**config.mk**
```make
export PLATFORM = sky130hd
export DESIGN_NAME = slcf_ctrl
export DESIGN_NICKNAME = d
export VERILOG_FILES = /design/src/slcf_pkg.sv /design/src/slcf_ctrl.sv
export SDC_FILE = /design/constraint.sdc
export NUM_CORES = 1
export LEC_CHECK = 0
export BUFFER_PORTS_ARGS = -buffer_cell sky130_fd_sc_hd__buf_2
export CAP_MARGIN = 10
export CORE_ASPECT_RATIO = 0.75
export CORE_MARGIN = 2
export CORE_UTILIZATION = 35
export CTS_CLUSTER_SIZE = 12
export DETAILED_ROUTE_END_ITERATION = 16
export GPL_TIMING_DRIVEN = 1
export PLACE_DENSITY = 0.61
export REMOVE_ABC_BUFFERS = 1
export SLEW_MARGIN = 25
export SYNTH_ARGS = -nofsm -noshare
export SYNTH_HDL_FRONTEND = slang
export SYNTH_SLANG_ARGS = --single-unit
export TNS_END_PERCENT = 20
```
**constraint.sdc**
```tcl
create_clock -name clk -period 6.51 [get_ports clk]
set_clock_uncertainty 0.05 [all_clocks]
set_input_delay 1.302 -clock clk [delete_from_list [all_inputs] [get_ports clk]]
set_output_delay 1.302 -clock clk [all_outputs]
set_load 0.01 [all_outputs]
```
**src/slcf_pkg.sv**
```systemverilog
// Shared constants, types and tables of the scan-line curvature filter.
`timescale 1ns / 1ps
package slcf_pkg;

  localparam int SPAN_DEF        = 5;
  localparam int COORD_BITS_DEF  = 24;
  localparam int CORDIC_STEPS    = 15;
  localparam int ROOT_STEPS      = 32;
  localparam int DIV_STEPS       = 32;
  localparam int STEP_W          = 6;
  localparam int IDX_W           = 5;
  localparam int ANG_W           = 18;
  localparam int HALF_TURN       = 32768;
  localparam int FULL_TURN       = 65536;
  localparam int AZ_LIMIT_W      = 15;
  localparam int DEPTH_LIMIT_W   = 23;
  localparam int SMOOTH_W        = 32;
  localparam int ROOT_W          = 32;
  localparam int AZ_LIMIT_RST    = 382;
  localparam int DEPTH_LIMIT_RST = 819;
  localparam longint BIG_DIFF    = 64'sd1073741824;

  // Register index, taken from address bit 2.
  localparam logic REG_AZ_LIMIT    = 1'b0;
  localparam logic REG_DEPTH_LIMIT = 1'b1;

  typedef enum logic [1:0] {
    MS_CTR,
    MS_D,
    MS_LIM,
    MS_GAP
  } mul_sel_t;

  typedef struct packed {
    logic             load;
    logic             sum_step;
    logic             cordic_init;
    logic             cordic_step;
    logic [3:0]       cstep;
    logic             mul_issue;
    logic             mul_acc;
    logic             prv_load;
    logic             sqrt_init;
    logic             sqrt_step;
    logic             div_init;
    logic             div_step;
    logic             out_load;
    mul_sel_t         sel;
    logic [1:0]       axis;
    logic [IDX_W-1:0] idx;
  } dp_cmd_t;

  typedef struct packed {
    logic eval_on_load;
    logic out_full;
  } dp_status_t;

  // Rounded atan(2^-k) in 1/65536 turn.
  function automatic logic [13:0] atan_turn(input logic [3:0] k);
    logic [13:0] v;
    unique case (k)
      4'd0:    v = 14'd8192;
      4'd1:    v = 14'd4836;
      4'd2:    v = 14'd2555;
      4'd3:    v = 14'd1297;
      4'd4:    v = 14'd651;
      4'd5:    v = 14'd326;
      4'd6:    v = 14'd163;
      4'd7:    v = 14'd81;
      4'd8:    v = 14'd41;
      4'd9:    v = 14'd20;
      4'd10:   v = 14'd10;
      4'd11:   v = 14'd5;
      4'd12:   v = 14'd3;
      4'd13:   v = 14'd1;
      4'd14:   v = 14'd1;
      default: v = 14'd0;
    endcase
    return v;
  endfunction

endpackage

```
**src/slcf_ctrl.sv**
```systemverilog
// Sequencing state machine of the scan-line curvature filter.
`timescale 1ns / 1ps
module slcf_ctrl #(
  parameter int SPAN = slcf_pkg::SPAN_DEF
) (
  input  logic                 clk,
  input  logic                 rst_n,
  input  logic                 in_valid,
  output logic                 in_ready,
  input  slcf_pkg::dp_status_t status,
  output slcf_pkg::dp_cmd_t    cmd
);
  import slcf_pkg::*;

  localparam int NPTS = 2 * SPAN + 1;
  localparam int PH1  = (NPTS > CORDIC_STEPS + 1) ? NPTS : CORDIC_STEPS + 1;

  typedef enum logic [6:0] {
    S_IDLE = 7'b0000001,
    S_SCAN = 7'b0000010,
    S_MUL  = 7'b0000100,
    S_ACC  = 7'b0001000,
    S_SQRT = 7'b0010000,
    S_DIV  = 7'b0100000,
    S_DONE = 7'b1000000
  } state_t;

  state_t           state_r, state_nxt;
  logic [STEP_W-1:0] cnt_r, cnt_nxt;
  mul_sel_t         sel_r, sel_nxt;
  logic [1:0]       axis_r, axis_nxt;
  logic [IDX_W-1:0] pair_r, pair_nxt;

  assign in_ready = (state_r == S_IDLE);

  always_comb begin
    state_nxt = state_r;
    cnt_nxt   = cnt_r;
    sel_nxt   = sel_r;
    axis_nxt  = axis_r;
    pair_nxt  = pair_r;
    cmd       = '0;
    cmd.sel   = sel_r;
    cmd.axis  = axis_r;
    cmd.idx   = (sel_r == MS_GAP) ? IDX_W'(pair_r + 1'b1) : '0;
    unique case (state_r)
      S_IDLE: begin
        cmd.load = in_valid;
        if (in_valid && status.eval_on_load) begin
          state_nxt = S_SCAN;
          cnt_nxt   = '0;
        end
      end
      S_SCAN: begin
        cmd.idx         = cnt_r[IDX_W-1:0];
        cmd.sum_step    = (cnt_r < STEP_W'(NPTS));
        cmd.cordic_init = (cnt_r == '0);
        cmd.cordic_step = (cnt_r != '0) && (cnt_r <= STEP_W'(CORDIC_STEPS));
        cmd.cstep       = 4'(cnt_r - 1'b1);
        cnt_nxt         = cnt_r + 1'b1;
        if (cnt_r == STEP_W'(PH1 - 1)) begin
          state_nxt = S_MUL;
          sel_nxt   = MS_CTR;
          axis_nxt  = '0;
          pair_nxt  = '0;
        end
      end
      S_MUL: begin
        cmd.mul_issue = 1'b1;
        cmd.prv_load  = (sel_r == MS_LIM);
        state_nxt     = S_ACC;
      end
      S_ACC: begin
        cmd.mul_acc  = 1'b1;
        cmd.prv_load = (sel_r == MS_GAP) && (axis_r == 2'd2);
        state_nxt    = S_MUL;
        if (sel_r == MS_LIM) begin
          sel_nxt  = MS_GAP;
          axis_nxt = '0;
          pair_nxt = '0;
        end else if (axis_r != 2'd2) begin
          axis_nxt = axis_r + 1'b1;
        end else begin
          axis_nxt = '0;
          unique case (sel_r)
            MS_CTR: sel_nxt = MS_D;
            MS_D: begin
              cmd.sqrt_init = 1'b1;
              cnt_nxt       = '0;
              state_nxt     = S_SQRT;
            end
            MS_GAP: begin
              if (pair_r == IDX_W'(NPTS - 1)) begin
                cmd.div_init = 1'b1;
                cnt_nxt      = '0;
                state_nxt    = S_DIV;
              end else begin
                pair_nxt = pair_r + 1'b1;
              end
            end
            default: state_nxt = S_MUL;
          endcase
        end
      end
      S_SQRT: begin
        cmd.sqrt_step = 1'b1;
        cnt_nxt       = cnt_r + 1'b1;
        if (cnt_r == STEP_W'(ROOT_STEPS - 1)) begin
          state_nxt = S_MUL;
          sel_nxt   = MS_LIM;
        end
      end
      S_DIV: begin
        cmd.div_step = 1'b1;
        cnt_nxt      = cnt_r + 1'b1;
        if (cnt_r == STEP_W'(DIV_STEPS - 1)) state_nxt = S_DONE;
      end
      S_DONE: begin
        if (!status.out_full) begin
          cmd.out_load = 1'b1;
          state_nxt    = S_IDLE;
        end
      end
      default: state_nxt = S_IDLE;
    endcase
  end

  always_ff @(posedge clk) begin
    if (!rst_n) begin
      state_r <= S_IDLE;
      cnt_r   <= '0;
      sel_r   <= MS_CTR;
      axis_r  <= '0;
      pair_r  <= '0;
    end else begin
      state_r <= state_nxt;
      cnt_r   <= cnt_nxt;
      sel_r   <= sel_nxt;
      axis_r  <= axis_nxt;
      pair_r  <= pair_nxt;
    end
  end

endmodule

```
; After elaboration in Yosys (flattened, before gate mapping)
; Cells that the tools add are included.
[op_classes]
n_reduce_logical = 15
div = 0
magnitude_cmp = 2
shift = 0
bitwise_logic = 0
muxes = 51
multipliers = 0
eq_ne = 28
addsub = 4
[op_table]
columns = op, count
row1 = $pmux 7 s7, 1
row2 = $mux 6, 7
row3 = $mux 7, 6
row4 = $mux 5, 7
row5 = $pmux 6 s2, 2
row6 = $pmux 6 s3, 1
row7 = $mux 1, 16
row8 = $reduce_and 5->1, 3
row9 = $mux 2, 7
row10 = $ne 2x2->1 const B, 7
row11 = $ne 3x3->1 const B, 4
row12 = $pmux 5 s2, 1
row13 = $eq 7x1->1 const B, 1
row14 = $eq 7x2->1 const B, 1
row15 = $eq 7x3->1 const B, 1
row16 = $eq 7x4->1 const B, 1
row17 = $eq 7x5->1 const B, 1
row18 = $eq 7x6->1 const B, 1
row19 = $eq 7x7->1 const B, 1
row20 = $add 6x1->6 const B, 1
row21 = $eq 2x2->1 const B, 3
row22 = $eq 6x4->1 const B, 1
row23 = $eq 6x5->1 const B, 1
row24 = $le 6x4->1 const B, 1
row25 = 20 further kinds, 24
[totals]
output_inout_bits = 26
rom_bits = 0
mem_count = 0
ram_bits = 0
latchBits = 0
ff_bits = 22

; Longest topological paths before layout
; Gate-level depths: netlist of run 1.
[depth]
ltp_word = 6
depth_mapped = 7

; Least setup slack after synthesis of run 1
; Ideal clock, no wire load.
[synth_timing]
path_type = register to output
startpoint = reg state_r[4]
endpoint = out cmd[21] (netlist bit)
stages_incl_launch_ff = 6
path_buffers = 2
path_slack_ns = 3.385
t_arrival_ns = 1.773
path_cell_list = dfxtp_1 > buf_6 > nor3_1 > nand4_1 > clkbuf_1 > nor4b_1
[synth_rtl]
columns = item, line
row1 = "start, declared", slcf_ctrl.sv:28  ; state_t state_r, state_nxt;
row2 = "start signal, assigned", slcf_ctrl.sv:136  ; state_r <= state_nxt;
row3 = "end, declared", slcf_ctrl.sv:11  ; output slcf_pkg::dp_cmd_t cmd

==> summary.md, run 1 <==
| Metric | Value |
|---|---|
| Largest net degree at the start of global routing | `24` |
| H-tree Lvls | `1` |
| Slew Viols, Final | `0` |
| Hold path start | `cnt_r[1]` |
| Crit share post-route | `between 50% and 60%` |
| Sequential share of the synthesized area | `about 27%` |
| Worst-margin pin slew | `0.621 ns` |
| Synth-to-Final Area Change | `8.83%` |
| Fillers | `about 490` |
| Vias in the first global route | `around 1,500` |
| Max rail drop VDD | `approximately 77 uV` |
| Clk Latency, worst-skew pair | `approximately 0.27 ns` |
| Nature of the critical path endpoint | `output port` |
| Status | `finished clean` |
| IO Port Bufs | `30` |
| TritonCTS clock tree | `yes` |
| DR DRC count | `0` |
| Pleak | `between 0.7 and 0.8 nW` |
| Met3 routed WL | `223 um` |
| Die width | `82.8 um` |
| Highest routed layer | `met4` |
| Setup bufs post-CTS | `0` |
| Synth cell types | `53` |
| Initial Util | `between 30% and 40%` |
| Total CTS buffers | `3` |
| Routed wl met2 | `~1600 um` |
| Max-Cap Viols | `0` |
| Die Ht | `about 63 um` |
| Synth warn | `0` |
| Antenna diodes | `0` |
| Flop-to-flop setup slack | `between 3 and 4 ns` |
| Yosys reg bits | `22` |
| Fraction of layout cells with a size suffix above 1 | `a little under a fifth` |
| Final WL | `4020 um` |
| Yosys top cell by area | `dfxtp_1` |
| M1 WL | `around 2200 um` |
| Setup TNS | `0 ns` |
| CORE AREA | `between 4000 and 5000 um^2` |
| Initial antenna violation count | `0` |
| Post-synth ARST share | `0%` |
| Global route total overflow | `0` |
| First-pass GRT wire length | `between 6000 and 7000 um` |
| GRT Util Overall | `between 10% and 20%` |
| Maximum buffer depth of the clock tree | `2` |
| Fmax | `approximately 0.27 GHz` |
| Crit path required time | `about 5.2 ns` |
| R2r startpoint | `state_r[4]` |
| Post-synth design cell area | `roughly 1600 um^2` |
| Avg Synthesized Cell Area | `7.99 um^2` |
| WL/cell | `roughly 14 um` |
| Worst path arrival time | `between 2 and 2.5 ns` |
| First DRT Iteration DRCs | `about 130` |
| Setup Viol. Count Final | `0` |
| Rows | `21` |
| Top-Level Pins | `31` |
| HPWL Detailed | `about 3000 um` |
| Power Density | `between 150 and 200 nW/um^2` |
| Yosys top cell area share | `27.0%` |
| Resize count post-CTS | `0` |
| Reg clk slew, reported paths | `around 0.09 ns` |
| Vias | `1,522` |
| Synth cell count leaders | `dfxtp_1 (22), nor2_1 (19), nand2_1 (18)` |
| Fin crit period | `3.77 ns` |
| RR Endpoint | `state_r[6]` |
| ANT nets after route | `0` |
| Vias/cell | `5.44` |
| Layout Nets | `234` |
| Final worst setup slack | `between 2 and 3 ns` |
| Number of flops mapped to enable cells by yosys | `0` |
| Post-synthesis cell count | `approximately 200` |
| RSZ-0062 raised after global routing | `false` |
| Relative slew slack | `58.5%` |
| Util after Layout | `39.7%` |
| Type of the most critical hold path | `flop to flop` |
| Most frequent cell after synthesis | `dfxtp_1` |
| Max FO, Critical Path | `16` |
| WHS Path Cells | `2` |
| Clock sink count | `22` |
| CP Launch Type | `flop` |
| Drt first pass iters | `4` |
| Count of final hold-check violations | `0` |
| CTS root buf | `clkbuf_8` |
| Worst setup path class | `flop to output port` |
| Die ar. | `between 5000 and 6000 um^2` |
| Routability Congestion | `just under 0.8` |
| Hold worst-path end | `cnt_r[1]` |
| Top FF cell, synth | `dfxtp_1` |
| Dpl ws | `3.07 ns` |
| Hold Buf Count CTS | `0` |
| Length in cells of the worst reg-to-reg path | `5` |
| Area contributors post-synth | `dfxtp_1 (27%), nor2_1 (4.4%), nand2_1 (4.1%)` |
worst max-delay path: stages (launching register included):
cell	delay [ns]
dfxtp_1	0.39
nor3_1	0.52
nand4_1	0.61
nor4b_1	0.43
buf_2	0.19
metrics by stage:
step | cells | hold WS [ns] | cell area [um^2] | power (mW)
2_1_floorplan | 189 | 0.434 | 1500 | 0.159
3_3_place_gp | 276 | 0.468 | 1720 | 0.169
3_5_place_dp | 276 | 0.460 | 1720 | 0.168
4_1_cts | 280 | 0.488 | 1770 | 0.271
5_1_grt | 280 | 0.527 | 1770 | 0.280
6_report | 280 | 0.483 | 1770 | 0.270
flip-flops by register name (all words and copies together) (netlist names):
register and flops:
state_r 7, axis_r 2, cnt_r 6, pair_r 5, sel_r 2
where the power goes:
part	total (mW)	switching [mW]	internal, mW	leakage, nW
registers	0.138	0.00229	0.136	0.177
clock network	0.104	0.0502	0.0541	0.0288
logic	0.0274	0.0161	0.0112	0.530
total	0.270	0.0686	0.201	0.736
metal layers:
metal,GRT usage (%),vias to the layer above
li1,-,773
met1,23.0,701
met2,22.7,42
met3,4.19,6
met4,4.71,0
met5,0,-
layout by cell type (no fill, tap or decap), types with 7 or more instances in the layout:
cell / n
nor3_1: 7
dfxtp_1: 22
o21ai_0: 7
nor2_1: 19
nand3_1: 11
nor2b_1: 9
inv_1: 9
buf_2: 30
nand2_1: 18
worst max path at each step:
stage / startpoint / end / slack (ns)
2_1_floorplan: state_r[4] / cmd[21] / 3.39
5_1_grt: state_r[4] / cmd[21] / 2.42
6_report: state_r[4] / cmd[21] / 2.74
3_5_place_dp: state_r[4] / cmd[21] / 3.07
3_3_place_gp: state_r[4] / cmd[23] / 3.19
4_1_cts: state_r[4] / cmd[21] / 2.75
logic make-up after synthesis:
group / Yosys count / synth area share (%)
mux: 3 / 1.84
compound gates: 46 / 20.6
simple gates: 96 / 32.2
flops: 22 / 27.0
xor+xnor: 8 / 4.30
buf+inv: 24 / 10.2
fa+ha+maj: 5 / 3.84
area by class of cell:
cell class                      count  area, um^2  share of cell area (%)
Clock buffer                        4        55.1                    3.10
Timing Repair Buffer               30         150                    8.46
Sequential cell                    22         440                    24.8
Tap cell                           57        71.3                    4.02
Multi-Input combinational cell    158        1020                    57.7
Inverter                            9        33.8                    1.90
(Power assumes the default switching activity.)
==> run 2: changes to the inputs <==
==> constraint.sdc (replaced) <==
create_clock -name clk -period 3.5 [get_ports clk]
set_clock_uncertainty 0.05 [all_clocks]
set_input_delay 0.7 -clock clk [delete_from_list [all_inputs] [get_ports clk]]
set_output_delay 0.7 -clock clk [all_outputs]
set_load 0.01 [all_outputs]
==> summary.md, run 2 (same netlist as run 1, synthesis figures left out) <==
| Metric | Value |
|---|---|
| Status | `finished clean` |
| Most common cell after layout, fill and taps aside | `buf_2` |
| CORE AREA | `4470 um^2 (unchanged)` |
| DR DRC count | `0 (unchanged)` |
| Crit path required time | `2.75 ns (-2.41 ns)` |
| Setup TNS | `0 ns (unchanged)` |
| Final WL | `3850 um (-4.3%)` |
| Fillers | `477 (-2.9%)` |
| Setup Viol. Count Final | `0 (unchanged)` |
| TritonCTS clock tree | `yes` |
| Reg clk slew, reported paths | `0.09 ns (about the same)` |
| CP max-delay cell | `or3_2` |
| Layout Nets | `235 (+0.43%)` |
| Initial Util | `36.5% (unchanged)` |
| RR Endpoint | `cnt_r[4]` |
| Crit share post-route | `85.9%` |
| Finished Layout Cells | `281 (+0.36%)` |
| First-pass GRT wire length | `6530 um (-5.4%)` |
| Max rail drop VDD | `130 uV (+70%)` |
| Worst setup path class | `flop to output port` |
| Top-Level Pins | `31 (unchanged)` |
| CP Launch Type | `flop` |
| Hold Buf Count CTS | `0 (unchanged)` |
| Total CTS buffers | `3 (unchanged)` |
| Top delay family on crit path | `simple AND/OR/NAND/NOR gates` |
| Die Ht | `63.1 um (unchanged)` |
| Worst-margin pin slew | `0.636 ns (+0.0155 ns)` |
| Placed cell count | `277 (+0.36%)` |
| Vias | `1,523 (+0.066%)` |
| Count of final hold-check violations | `0 (unchanged)` |
| Design Power | `0.501 mW (+86%)` |
| Util after Layout | `39.9% (+0.17 points)` |
| Power Density | `281 nW/um^2 (+85%)` |
| Fin crit period | `3.01 ns` |
| Resize count post-CTS | `0 (unchanged)` |
| Vias/cell | `5.42 (-0.29%)` |
| Clock sink count | `22 (unchanged)` |
| ANT nets after route | `0 (unchanged)` |
| Ordered cell list for the critical path | `or3_2, nor2_1, nand2_1, nor4_1, buf_2` |
| Largest net degree at the start of global routing | `24 (unchanged)` |
| Maximum buffer depth of the clock tree | `2 (unchanged)` |
| Max-Cap Viols | `0 (unchanged)` |
| Worst Path Buf+Inv | `1 (unchanged)` |
| Worst path arrival time | `2.26 ns (-0.15 ns)` |
| Drt first pass iters | `4 (unchanged)` |
| Fraction of layout cells with a size suffix above 1 | `19.2% (+0.36 points)` |
| Pleak | `0.740 nW (+0.57%)` |
| Top Registers | `state_r x7, cnt_r x6, pair_r x5` |
| Vias in the first global route | `1,330 (-8.5%)` |
| Setup bufs post-CTS | `0 (unchanged)` |
| Length in cells of the worst reg-to-reg path | `7 (+2)` |
| Synth-to-Final Area Change | `9.29%` |
| Commonest non-fill, non-tap cells in the layout | `buf_2 (30), dfxtp_1 (22), nor2_1 (19)` |
| Largest register FFs | `7 (unchanged)` |
| Slew Viols, Final | `0 (unchanged)` |
| Hold path start | `cnt_r[1]` |
| Die ar. | `5230 um^2 (unchanged)` |
| Initial antenna violation count | `0 (unchanged)` |
| H-tree Lvls | `1 (unchanged)` |
| Die width | `82.8 um (unchanged)` |
| Clk Latency, worst-skew pair | `0.27 ns (about the same)` |
| R2r startpoint | `pair_r[0]` |
| Fmax | `0.333 GHz` |
| Sequential cell area | `440 um^2 (unchanged)` |
| Flop-to-flop setup slack | `1.24 ns (-2.73 ns)` |
| HPWL Detailed | `2890 um (-3.3%)` |
| Biggest register | `state_r` |
| First DRT Iteration DRCs | `79 (-37%)` |
| RSZ-0062 raised after global routing | `false` |
| WHS Path Cells | `2 (unchanged)` |
| Crit-path max cell delay | `0.51 ns (-0.10 ns)` |
| Hold worst-path end | `cnt_r[1]` |
| CTS root buf | `clkbuf_8` |
| Rows | `21 (unchanged)` |
| Routability Congestion | `0.784 (-1.3%)` |
| Antenna diodes | `0 (unchanged)` |
| GRT Util Overall | `15.0% (-0.82 points)` |
| Relative slew slack | `57.6% (-0.91 points)` |
| WL/cell | `13.7 um (-4.6%)` |
| Global route total overflow | `0 (unchanged)` |
| IO Port Bufs | `30 (unchanged)` |
| Max FO, Critical Path | `8 (-8)` |
| Multi-input gate area | `1020 um^2 (unchanged)` |
| Nature of the critical path endpoint | `output port` |
| Type of the most critical hold path | `flop to flop` |
run 2: changes by cell type in the layout (fill, tap and decap cells not counted), sizes merged:
cell | before | now
buf | 30 | 31
run 2: how the worst max path moves through the flow:
stage,to,slack [ns],cells past startpoint,start
global route,cmd[11],0.34,5,state_r[4]
detailed placement,cmd[11],0.83,5,state_r[4]
finish,cmd[11],0.49,5,state_r[4]
floorplan,cmd[21],0.98,3,state_r[4]
global placement,cmd[11],0.88,5,state_r[4]
CTS,cmd[11],0.52,5,state_r[4]
run 2: per-stage QoR:
stage | instance area (um^2) | hold WS, ns | setup WS, ns
2_1_floorplan | 1500 | 0.434 | 0.980
3_3_place_gp | 1730 | 0.472 | 0.877
3_5_place_dp | 1730 | 0.476 | 0.832
4_1_cts | 1780 | 0.489 | 0.519
5_1_grt | 1780 | 0.533 | 0.337
6_report | 1780 | 0.486 | 0.495
run 2: layout make-up:
class,instances,area share (%)
clock buffer,4,3.09
tap,57,4.00
sequential,22,24.7
timing repair buffer,31,8.85
inverter,9,1.90
multi-input combinational,158,57.4
run 2: metal layers:
layer	GRT usage, %	wire length [um]	vias to the layer above
met5	0	0	-
met4	2.25	13	0
met3	4.19	208	3
met2	22.6	1610	34
met1	21.7	2020	707
li1	-	-	779
run 2: power by group:
group | internal (mW) | switching (mW) | total, mW | leakage [nW]
sequential | 0.252 | 0.00433 | 0.257 | 0.177
combinational | 0.0212 | 0.0305 | 0.0517 | 0.534
clock | 0.101 | 0.0916 | 0.192 | 0.0288
run 2: tightest hold or removal path, stage by stage (launching register included):
cell and delay, ns:
dfxtp_1 0.37, nand3_1 0.09, nand2_1 0.04
